$ cat src/design/nws_pkg.sv
// ----------------------------------------------------------------------------
// nws_pkg: shared types and constants of the NACK window send scheduler
// Request and result layouts, result kinds, register indexes, controller
// states and the command/status bundles between controller and datapath.
// ----------------------------------------------------------------------------
package nws_pkg;

	localparam int SEQ_BITS   = 16;
	localparam int CNT_W      = SEQ_BITS + 1;
	localparam int TIME_W     = 32;
	localparam int TAG_W      = 32;
	localparam int CFG_W      = 16;
	localparam int CFG_IDX_W  = 2;
	localparam int WINDOW_DEF = 32;

	localparam logic [CFG_W-1:0] TIMEOUT_RST   = CFG_W'(300);
	localparam logic [CFG_W-1:0] TAIL_WAIT_RST = CFG_W'(100);

	localparam logic [CFG_IDX_W-1:0] REG_WINDOW_TIMEOUT = CFG_IDX_W'(0);
	localparam logic [CFG_IDX_W-1:0] REG_TAIL_WAIT      = CFG_IDX_W'(1);

	typedef enum logic [1:0] {
		KIND_NEW    = 2'd0,
		KIND_NACK   = 2'd1,
		KIND_TAIL   = 2'd2,
		KIND_STATUS = 2'd3
	} kind_t;

	typedef enum logic {
		CMD_START = 1'b0,
		CMD_POLL  = 1'b1
	} cmd_t;

	typedef struct packed {
		cmd_t                cmd;
		logic [TAG_W-1:0]    file_tag;
		logic [CNT_W-1:0]    chunk_count;
		logic [TIME_W-1:0]   now_ms;
		logic                nack_valid;
		logic [SEQ_BITS-1:0] nack_seq;
	} req_item_t;

	typedef struct packed {
		kind_t               kind;
		logic [SEQ_BITS-1:0] seq;
		logic [TAG_W-1:0]    tag_out;
		logic [CNT_W-1:0]    count_out;
		logic                done_res;
		logic                last;
	} res_item_t;

	typedef enum logic [2:0] {
		ST_IDLE,
		ST_DECODE,
		ST_ISSUE,
		ST_NACK,
		ST_SLIDE_RD,
		ST_SLIDE_CMP,
		ST_TAIL_RD,
		ST_TAIL_CMP
	} state_t;

	typedef struct packed {
		logic load_in;
		logic start;
		logic issue;
		logic nack_emit;
		logic rd_base;
		logic slide;
		logic rd_last;
		logic tail_emit;
		logic status_emit;
	} ctrl_cmd_t;

	typedef struct packed {
		logic out_free;
		logic is_start;
		logic active;
		logic can_issue;
		logic nack_ok;
		logic base_lt_next;
		logic timed_out;
		logic tail_full;
		logic tail_old;
	} dp_status_t;

endpackage

$ cat src/design/nws_ctrl.sv
// ----------------------------------------------------------------------------
// nws_ctrl: sequencing controller
// Walks each poll on an open transfer through issue, nack, slide and tail
// phases; every request ends with a status result. Drives the datapath by command bits only.
// ----------------------------------------------------------------------------
module nws_ctrl (
	input  logic               clk,
	input  logic               arst_n,
	input  logic               req_valid,
	output logic               req_ready,
	input  nws_pkg::dp_status_t sts,
	output nws_pkg::ctrl_cmd_t  cmd
);
	import nws_pkg::*;

	state_t state_q;
	state_t state_d;
	logic   status_q;
	logic   status_d;

	always_ff @(posedge clk or negedge arst_n) begin
		if (!arst_n) begin
			state_q  <= ST_IDLE;
			status_q <= 1'b0;
		end else begin
			state_q  <= state_d;
			status_q <= status_d;
		end
	end

	// status_q marks the closing status result still owed before the next request is accepted
	always_comb begin
		state_d   = state_q;
		status_d  = status_q;
		cmd       = '0;
		req_ready = 1'b0;
		unique case (state_q)
			ST_IDLE: begin
				if (status_q) begin
					if (sts.out_free) begin
						cmd.status_emit = 1'b1;
						status_d        = 1'b0;
					end
				end else begin
					req_ready = 1'b1;
					if (req_valid) begin
						cmd.load_in = 1'b1;
						state_d     = ST_DECODE;
					end
				end
			end
			ST_DECODE: begin
				if (sts.is_start) begin
					cmd.start = 1'b1;
					status_d  = 1'b1;
					state_d   = ST_IDLE;
				end else if (sts.active) begin
					state_d = ST_ISSUE;
				end else begin
					status_d = 1'b1;
					state_d  = ST_IDLE;
				end
			end
			ST_ISSUE: begin
				if (!sts.can_issue) begin
					state_d = ST_NACK;
				end else if (sts.out_free) begin
					cmd.issue = 1'b1;
				end
			end
			ST_NACK: begin
				if (!sts.nack_ok) begin
					state_d = ST_SLIDE_RD;
				end else if (sts.out_free) begin
					cmd.nack_emit = 1'b1;
					state_d       = ST_SLIDE_RD;
				end
			end
			ST_SLIDE_RD: begin
				if (sts.base_lt_next) begin
					cmd.rd_base = 1'b1;
					state_d     = ST_SLIDE_CMP;
				end else begin
					state_d = ST_TAIL_RD;
				end
			end
			ST_SLIDE_CMP: begin
				if (sts.timed_out) begin
					cmd.slide = 1'b1;
					state_d   = ST_SLIDE_RD;
				end else begin
					state_d = ST_TAIL_RD;
				end
			end
			ST_TAIL_RD: begin
				if (sts.tail_full) begin
					cmd.rd_last = 1'b1;
					state_d     = ST_TAIL_CMP;
				end else begin
					status_d = 1'b1;
					state_d  = ST_IDLE;
				end
			end
			ST_TAIL_CMP: begin
				if (!sts.tail_old) begin
					status_d = 1'b1;
					state_d  = ST_IDLE;
				end else if (sts.out_free) begin
					cmd.tail_emit = 1'b1;
					status_d      = 1'b1;
					state_d       = ST_IDLE;
				end
			end
			default: state_d = ST_IDLE;
		endcase
	end

endmodule

$ cat src/design/nws_dp.sv
// ----------------------------------------------------------------------------
// nws_dp: window datapath
// Transfer state, configuration registers, send stamp memory with one
// registered read port, age compares and the result register.
// ----------------------------------------------------------------------------
module nws_dp #(
	parameter int WINDOW = nws_pkg::WINDOW_DEF
) (
	input  logic                           clk,
	input  logic                           arst_n,
	input  nws_pkg::req_item_t             req_item,
	input  logic                           cfg_we,
	input  logic [nws_pkg::CFG_IDX_W-1:0]  cfg_index,
	input  logic [nws_pkg::CFG_W-1:0]      cfg_data,
	output logic                           res_valid,
	input  logic                           res_ready,
	output nws_pkg::res_item_t             res_item,
	input  nws_pkg::ctrl_cmd_t             cmd,
	output nws_pkg::dp_status_t            sts
);
	import nws_pkg::*;

	localparam int IDX_W = (WINDOW > 1) ? $clog2(WINDOW) : 1;
	localparam logic [IDX_W-1:0] SLOT_LAST = IDX_W'(WINDOW - 1);
	localparam logic [IDX_W:0]   WIN_SUM   = (IDX_W + 1)'(WINDOW);
	localparam logic [CNT_W-1:0] WIN_CNT   = CNT_W'(WINDOW);
	localparam logic [CNT_W-1:0] MAX_COUNT = {1'b1, {SEQ_BITS{1'b0}}};

	logic [CFG_W-1:0]    timeout_q;
	logic [CFG_W-1:0]    tail_wait_q;
	logic [CNT_W-1:0]    base_q;
	logic [CNT_W-1:0]    next_q;
	logic [CNT_W-1:0]    total_q;
	logic [TAG_W-1:0]    tag_q;
	logic                active_q;
	logic [IDX_W-1:0]    base_slot_q;
	logic [IDX_W-1:0]    next_slot_q;
	req_item_t           req_q;
	logic [TIME_W-1:0]   stamp_mem [WINDOW];
	logic [TIME_W-1:0]   rdata_q;
	logic                res_valid_q;
	res_item_t           res_q;

	logic [CNT_W-1:0]    win_used;
	logic [CNT_W-1:0]    nack_ext;
	logic [CNT_W-1:0]    nack_diff;
	logic [IDX_W:0]      nack_sum;
	logic [IDX_W:0]      nack_wrap;
	logic [IDX_W-1:0]    nack_slot;
	logic                nack_in_win;
	logic [IDX_W-1:0]    last_slot;
	logic [IDX_W-1:0]    base_slot_inc;
	logic [IDX_W-1:0]    next_slot_inc;
	logic [CNT_W-1:0]    start_count;
	logic [TIME_W-1:0]   age;
	logic                out_free;
	logic                out_load;
	logic                we;
	logic [IDX_W-1:0]    waddr;
	logic [IDX_W-1:0]    raddr;
	res_item_t           res_d;

	assign win_used      = next_q - base_q;
	assign nack_ext      = {1'b0, req_q.nack_seq};
	assign nack_diff     = nack_ext - base_q;
	assign nack_sum      = {1'b0, base_slot_q} + {1'b0, nack_diff[IDX_W-1:0]};
	assign nack_wrap     = nack_sum - WIN_SUM;
	assign nack_slot     = (nack_sum >= WIN_SUM) ? nack_wrap[IDX_W-1:0] : nack_sum[IDX_W-1:0];
	assign nack_in_win   = (nack_ext >= base_q) && (nack_ext < next_q);
	assign last_slot     = (next_slot_q == '0) ? SLOT_LAST : next_slot_q - IDX_W'(1);
	assign base_slot_inc = (base_slot_q == SLOT_LAST) ? '0 : base_slot_q + IDX_W'(1);
	assign next_slot_inc = (next_slot_q == SLOT_LAST) ? '0 : next_slot_q + IDX_W'(1);
	assign age           = req_q.now_ms - rdata_q;

	always_comb begin
		start_count = req_q.chunk_count;
		if (start_count == '0) begin
			start_count = CNT_W'(1);
		end else if (start_count > MAX_COUNT) begin
			start_count = MAX_COUNT;
		end
	end

	assign out_free = !res_valid_q || res_ready;
	assign out_load = cmd.issue || cmd.nack_emit || cmd.tail_emit || cmd.status_emit;

	assign sts.out_free     = out_free;
	assign sts.is_start     = (req_q.cmd == CMD_START);
	assign sts.active       = active_q;
	assign sts.can_issue    = (win_used < WIN_CNT) && (next_q < total_q);
	assign sts.nack_ok      = req_q.nack_valid && (nack_ext < total_q);
	assign sts.base_lt_next = (base_q < next_q);
	assign sts.timed_out    = (age > {{(TIME_W - CFG_W){1'b0}}, timeout_q});
	assign sts.tail_full    = (next_q == total_q);
	assign sts.tail_old     = (age > {{(TIME_W - CFG_W){1'b0}}, tail_wait_q});

	always_comb begin
		res_d           = '0;
		res_d.tag_out   = tag_q;
		res_d.count_out = total_q;
		res_d.kind      = KIND_STATUS;
		res_d.seq       = base_q[SEQ_BITS-1:0];
		if (cmd.issue) begin
			res_d.kind = KIND_NEW;
			res_d.seq  = next_q[SEQ_BITS-1:0];
		end else if (cmd.nack_emit) begin
			res_d.kind = KIND_NACK;
			res_d.seq  = req_q.nack_seq;
		end else if (cmd.tail_emit) begin
			res_d.kind = KIND_TAIL;
			res_d.seq  = next_q[SEQ_BITS-1:0] - SEQ_BITS'(1);
		end else begin
			res_d.done_res = (base_q == total_q);
			res_d.last     = 1'b1;
		end
	end

	always_comb begin
		we    = cmd.issue || (cmd.nack_emit && nack_in_win) || cmd.tail_emit;
		waddr = next_slot_q;
		if (cmd.nack_emit) begin
			waddr = nack_slot;
		end else if (cmd.tail_emit) begin
			waddr = last_slot;
		end
		raddr = cmd.rd_last ? last_slot : base_slot_q;
	end

	always_ff @(posedge clk) begin
		if (we) begin
			stamp_mem[waddr] <= req_q.now_ms;
		end
		if (cmd.rd_base || cmd.rd_last) begin
			rdata_q <= stamp_mem[raddr];
		end
	end

	always_ff @(posedge clk) begin
		if (cmd.load_in) begin
			req_q <= req_item;
		end
		if (out_load) begin
			res_q <= res_d;
		end
	end

	always_ff @(posedge clk or negedge arst_n) begin
		if (!arst_n) begin
			timeout_q   <= TIMEOUT_RST;
			tail_wait_q <= TAIL_WAIT_RST;
			base_q      <= '0;
			next_q      <= '0;
			total_q     <= CNT_W'(1);
			tag_q       <= '0;
			active_q    <= 1'b0;
			base_slot_q <= '0;
			next_slot_q <= '0;
			res_valid_q <= 1'b0;
		end else begin
			if (cfg_we) begin
				unique case (cfg_index)
					REG_WINDOW_TIMEOUT: timeout_q   <= cfg_data;
					REG_TAIL_WAIT:      tail_wait_q <= cfg_data;
					default: ;
				endcase
			end
			if (cmd.start) begin
				tag_q       <= req_q.file_tag;
				total_q     <= start_count;
				base_q      <= '0;
				next_q      <= '0;
				base_slot_q <= '0;
				next_slot_q <= '0;
				active_q    <= 1'b1;
			end
			if (cmd.issue) begin
				next_q      <= next_q + CNT_W'(1);
				next_slot_q <= next_slot_inc;
			end
			if (cmd.slide) begin
				base_q      <= base_q + CNT_W'(1);
				base_slot_q <= base_slot_inc;
			end
			if (cmd.status_emit && (req_q.cmd == CMD_POLL) && (base_q == total_q)) begin
				active_q <= 1'b0;
			end
			if (out_load) begin
				res_valid_q <= 1'b1;
			end else if (res_ready) begin
				res_valid_q <= 1'b0;
			end
		end
	end

	assign res_valid = res_valid_q;
	assign res_item  = res_q;

	a_base_le_next: assert property (@(posedge clk) disable iff (!arst_n)
		base_q <= next_q) else $error("window base passed next sequence");
	a_window_span: assert property (@(posedge clk) disable iff (!arst_n)
		win_used <= WIN_CNT) else $error("more chunks outstanding than the window");
	a_next_le_total: assert property (@(posedge clk) disable iff (!arst_n)
		next_q <= total_q) else $error("issued past chunk count");
	a_load_free: assert property (@(posedge clk) disable iff (!arst_n)
		out_load |-> out_free) else $error("result register overwritten");
	a_slide_after_read: assert property (@(posedge clk) disable iff (!arst_n)
		cmd.slide |-> $past(cmd.rd_base)) else $error("slide without stamp read");

endmodule

$ cat src/design/nack_window_send_scheduler.sv
// ----------------------------------------------------------------------------
// nack_window_send_scheduler: sender window scheduler for NACK multicast
// A start request loads a tag and chunk count and answers with one status
// result, as does a poll while idle. A poll request on an open transfer
// issues new chunks (up to WINDOW), then sends a nack retransmit if one is
// asked for, then slides the base past each chunk that has timed out, each
// step a read of the stamp memory read port followed by the age compare,
// and stops at a chunk that is not yet old. Once every chunk has been
// issued, a tail age compare on the last chunk may resend it. Stalls on
// the result side hold the issue, nack, tail and status steps. The next
// request is taken while the last result waits.
// ----------------------------------------------------------------------------
module nack_window_send_scheduler #(
	parameter int WINDOW = nws_pkg::WINDOW_DEF
) (
	input  logic                           clk,
	input  logic                           arst_n,
	input  logic                           req_valid,
	output logic                           req_ready,
	input  nws_pkg::req_item_t             req_item,
	output logic                           res_valid,
	input  logic                           res_ready,
	output nws_pkg::res_item_t             res_item,
	input  logic                           cfg_we,
	input  logic [nws_pkg::CFG_IDX_W-1:0]  cfg_index,
	input  logic [nws_pkg::CFG_W-1:0]      cfg_data
);
	import nws_pkg::*;

	ctrl_cmd_t  cmd;
	dp_status_t sts;

	nws_ctrl u_ctrl (
		.clk       (clk),
		.arst_n    (arst_n),
		.req_valid (req_valid),
		.req_ready (req_ready),
		.sts       (sts),
		.cmd       (cmd)
	);

	nws_dp #(
		.WINDOW (WINDOW)
	) u_dp (
		.clk       (clk),
		.arst_n    (arst_n),
		.req_item  (req_item),
		.cfg_we    (cfg_we),
		.cfg_index (cfg_index),
		.cfg_data  (cfg_data),
		.res_valid (res_valid),
		.res_ready (res_ready),
		.res_item  (res_item),
		.cmd       (cmd),
		.sts       (sts)
	);

endmodule
$ cat config.mk
export PLATFORM = sky130hd
export DESIGN_NAME = nack_window_send_scheduler
export DESIGN_NICKNAME = d
export VERILOG_FILES = /design/src/design/nws_pkg.sv /design/src/design/nws_ctrl.sv /design/src/design/nws_dp.sv /design/src/design/nack_window_send_scheduler.sv
export SDC_FILE = /design/constraint.sdc
export NUM_CORES = 2
export LEC_CHECK = 0
export BUFFER_PORTS_ARGS = -buffer_cell sky130_fd_sc_hd__buf_2
export CAP_MARGIN = 15
export CORE_MARGIN = 2
export CORE_UTILIZATION = 40
export DETAILED_ROUTE_END_ITERATION = 12
export GPL_ROUTABILITY_DRIVEN = 0
export GPL_TIMING_DRIVEN = 0
export MAX_ROUTING_LAYER = met4
export SLEW_MARGIN = 10
export SYNTH_ARGS = -nofsm -noshare
export SYNTH_HDL_FRONTEND = slang
export SYNTH_SLANG_ARGS = --single-unit
$ cat constraint.sdc
create_clock -name clk -period 9.3 [get_ports clk]
set_input_delay 0.465 -clock clk [delete_from_list [all_inputs] [get_ports clk]]
set_output_delay 0.465 -clock clk [all_outputs]
set_load 0.05 [all_outputs]
==> metrics <==
outcome=complete, no violations; number of synthesized flops with an enable pin=1224; CP Data Required Time=9.79 ns; clk_lat worst skew=0.80 ns; core area=0.147 mm2; Setup-failing EPs final=0; Worst path max stage delay=0.95 ns; Max Freq=125 MHz; Buf/Inv on CP=5; met2 GRT Util=38.1%; drt first pass iters=6; crit-path cells=buf_8 > ha_1 > buf_2 > a21o_1 > a31o_1 > a221oi_2 > and2_1 > xnor2_1 > ha_1 > a21oi_1 > nor2b_1 > o21ai_0 > o21ai_0 > a211oi_1 > a21oi_1 > nor4_4 > o21ai_1 > o221ai_2 > clkbuf_1 > nor3b_2 > buf_4 > buf_4; IO Pins=193; grt met3 use=4.43%; crit path max-delay cell type=edfxtp_1; pwr dens=281 mW/mm2; Synth Instances=4828; via/cell ratio=5.66; GRT Overall Usage=24.7%; DRC Markers=0; CP Launch Type=register; DIE AREA=0.151 mm2; setup TNS=0 ns; Initial DRC Count=4892; cts bufs inserted=144; Slew headroom=4.59%; ys async rst share=9.67%; worst hold path class=primary input to register; Syn-to-layout area delta=19.4%; initial antenna violation count=9; post-layout util=48.0%; min cycle time layout=7.99 ns; DP Wirelength=136000 um; measured slew at the worst slew-check pin=1.42 ns; fin crit share=85.9%; VDD IR max=223 uV; Synth Flop Type=edfxtp_1; Die Span X=389 um; global-route wire length before repair=269000 um; Leak=26.1 nW; Clk Tree Root Cell=clkbuf_16; Netlist Area Pre-Place=0.0593 mm2; Placement Rows=141; CTS tree=built; crit path DAT=8.48 ns; Worst Setup End Kind=register; # nets final=5699; Post-CTS Resized=0; worst setup margin=1.31 ns; dpl ws=1.47 ns; FF+latch count, synth=1355; clock skew=0.0366 ns; critical path fanouts, max=17; Starting Density=40.2%; Worst path top cell family by delay=compound AO/OA/AOI/OAI gates; unrepaired setup endpoints after global routing=false; met1 Resource Use GR=32.1%; vias in the first global route=40897; via count=42216; clk slew on worst S/H paths=0.06 ns; total grt overflow=0; post-route ant nets=0; most used routing layer in global routing=met2; syn_nets=5108; Clock Path Buffers=3; Filler Cells Inserted=12959; max-cap violation count=0; Seq/Total Area, Yosys=67.5%; IO buf count=192; Ys Warns=0; Clock Sinks=1355; PnR Total Power=0.0199 W; final hold vios=0; Syn Area/Cell=12.3 um2; Die Ht=389 um; Slew Viols, Final=0; Avg WL per Cell=24.7 um; CP Class=register to register; Netlist cell types=98; final wirelength=184000 um; H-tree depth=4; largest net degree at the start of global routing=79; share of layout cells above drive strength 1=11.7%; design area=0.0708 mm2; placed inst area=0.0651 mm2
## worst min-delay path, stage by stage
cell and delay [ns]:
buf_2 0.08, nor3b_1 0.08, mux2_2 0.23
## path summary, 6_finish.rpt
path | from | to | slack [ns] | cells after the start
max in group asynchronous | arst_n | u_dp.timeout_q[3]$_DFFE_PN1P_ | 8.22 | 3
hold / removal | cfg_index[1] | u_dp.timeout_q[0]$_DFFE_PN0P_ | 0.13 | 3
setup / recovery | u_dp.req_q[25]$_DFFE_PP_ | u_dp.stamp_mem[6][13]$_DFFE_PP_ | 1.31 | 22
setup reg to reg | u_dp.req_q[25]$_DFFE_PP_ | u_dp.stamp_mem[6][13]$_DFFE_PP_ | 1.31 | 22
hold reg to reg | u_dp.req_q[83]$_DFFE_PP_ | u_dp.tag_q[17]$_DFFE_PN0P_ | 0.44 | 2
min in group asynchronous | arst_n | u_dp.base_q[15]$_DFFE_PN0P_ | 0.22 | 2
## layout by cell type (no fill, tap or decap), drive strengths merged, types with 21 or more instances in the layout
master	netlist	layout
o21ai	141	141
ha	155	155
dlygate4sd3	0	116
a211oi	114	114
xnor2	44	44
clkbuf	257	435
buf	37	366
dfrtp	123	123
and3	209	209
nand3	177	177
a21o	73	73
edfxtp	1224	1224
a21oi	138	138
nor4	34	34
nor3	31	31
o31ai	25	25
mux2	21	21
nand4	37	37
nor2	88	88
a311oi	130	130
nand2	1246	1246
clkinv	0	59
a31oi	136	136
inv	143	151
## metrics by stage
stage / hold WS, ns / cells
3_3_place_gp: 0.420 / 6950
3_5_place_dp: 0.426 / 7086
2_1_floorplan: 0.169 / 4828
6_report: 0.130 / 7460
5_1_grt: 0.133 / 7457
4_1_cts: 0.0780 / 7455
## Yosys cell counts, types with 5 or more instances
cell type	n	area, um2
a211o_1	7	61.3
a211oi_1	111	833
a21o_1	72	541
a21oi_1	136	681
a221oi_1	7	61.3
a22oi_1	6	45.0
a311oi_1	130	1140
a31oi_1	136	851
and2_1	7	43.8
and3_1	209	1310
buf_1	22	82.6
buf_2	9	45.0
clkbuf_1	257	965
dfrtp_1	123	3080
dfstp_2	8	210
edfxtp_1	1224	36800
ha_1	155	1940
inv_1	143	537
mux2_2	21	236
mux2i_1	7	70.1
nand2_1	1244	4670
nand2b_1	15	93.8
nand3_1	175	876
nand4_1	37	231
nor2_1	88	330
nor2b_1	17	106
nor3_1	31	155
nor3b_1	7	52.6
nor4_1	25	156
nor4_2	8	100
nor4b_2	12	180
o2111ai_1	5	43.8
o211ai_1	16	120
o21a_1	9	67.6
o21ai_0	132	661
o21ai_1	7	35.0
o21bai_1	5	37.5
o22ai_1	6	37.5
o31ai_1	24	180
o41ai_1	8	70.1
or3_1	10	62.6
xnor2_1	44	385
xor2_1	19	166
## state kept, by name (all words and copies together) (netlist names), 17 cells and up
name and cells:
u_dp.base_q 17, u_dp.next_q 17, u_dp.rdata_q 32, u_dp.req_q 83
u_dp.res_item 69, u_dp.stamp_mem 1024, u_dp.tag_q 32, u_dp.total_q 17
## power by group
part / internal, W / total [W] / switching (W)
logic: 0.00196 / 0.00671 / 0.00475
registers: 0.00735 / 0.00766 / 0.000311
clock network: 0.00311 / 0.00555 / 0.00244
## area by class of cell
| type | count | area, um2 | area share (%) |
|---|---|---|---|
| Sequential cell | 1355 | 40000 | 56.5 |
| Multi-Input combinational cell | 3036 | 17900 | 25.2 |
| Timing Repair Buffer | 445 | 4290 | 6.06 |
| Clock buffer | 178 | 3820 | 5.40 |
| Tap cell | 1930 | 2410 | 3.41 |
| Buffer | 294 | 1160 | 1.63 |
| Clock inverter | 75 | 693 | 0.979 |
| Inverter | 143 | 537 | 0.758 |
| Antenna cell | 4 | 10.0 | 0.0141 |
## metal layers
metal	share of wire, %	vias to the layer above
met3	8.8	366
met5	0	-
met2	46	1993
li1	-	19084
met1	41	20773
met4	4.8	0
## what timing repair did
item,4_1_cts,5_1_grt
buffers inserted,0,0
hold buffers,116,0
endpoints found under the hold margin,184,0
## cells by family (layout without fill, tap and decap cells)
family,after synthesis,count (layout),synth area share [%]
other,0,4,0
adders and majority gates,158,158,3.37
DFF,1355,1355,67.5
AOI/OAI and AO/OA,868,868,10.1
xor gates and xnor gates,63,63,0.930
and+or+nand+nor,1918,1918,14.6
buffers and inverters,437,1135,2.85
muxes,29,29,0.555
(Power assumes the default switching activity.)
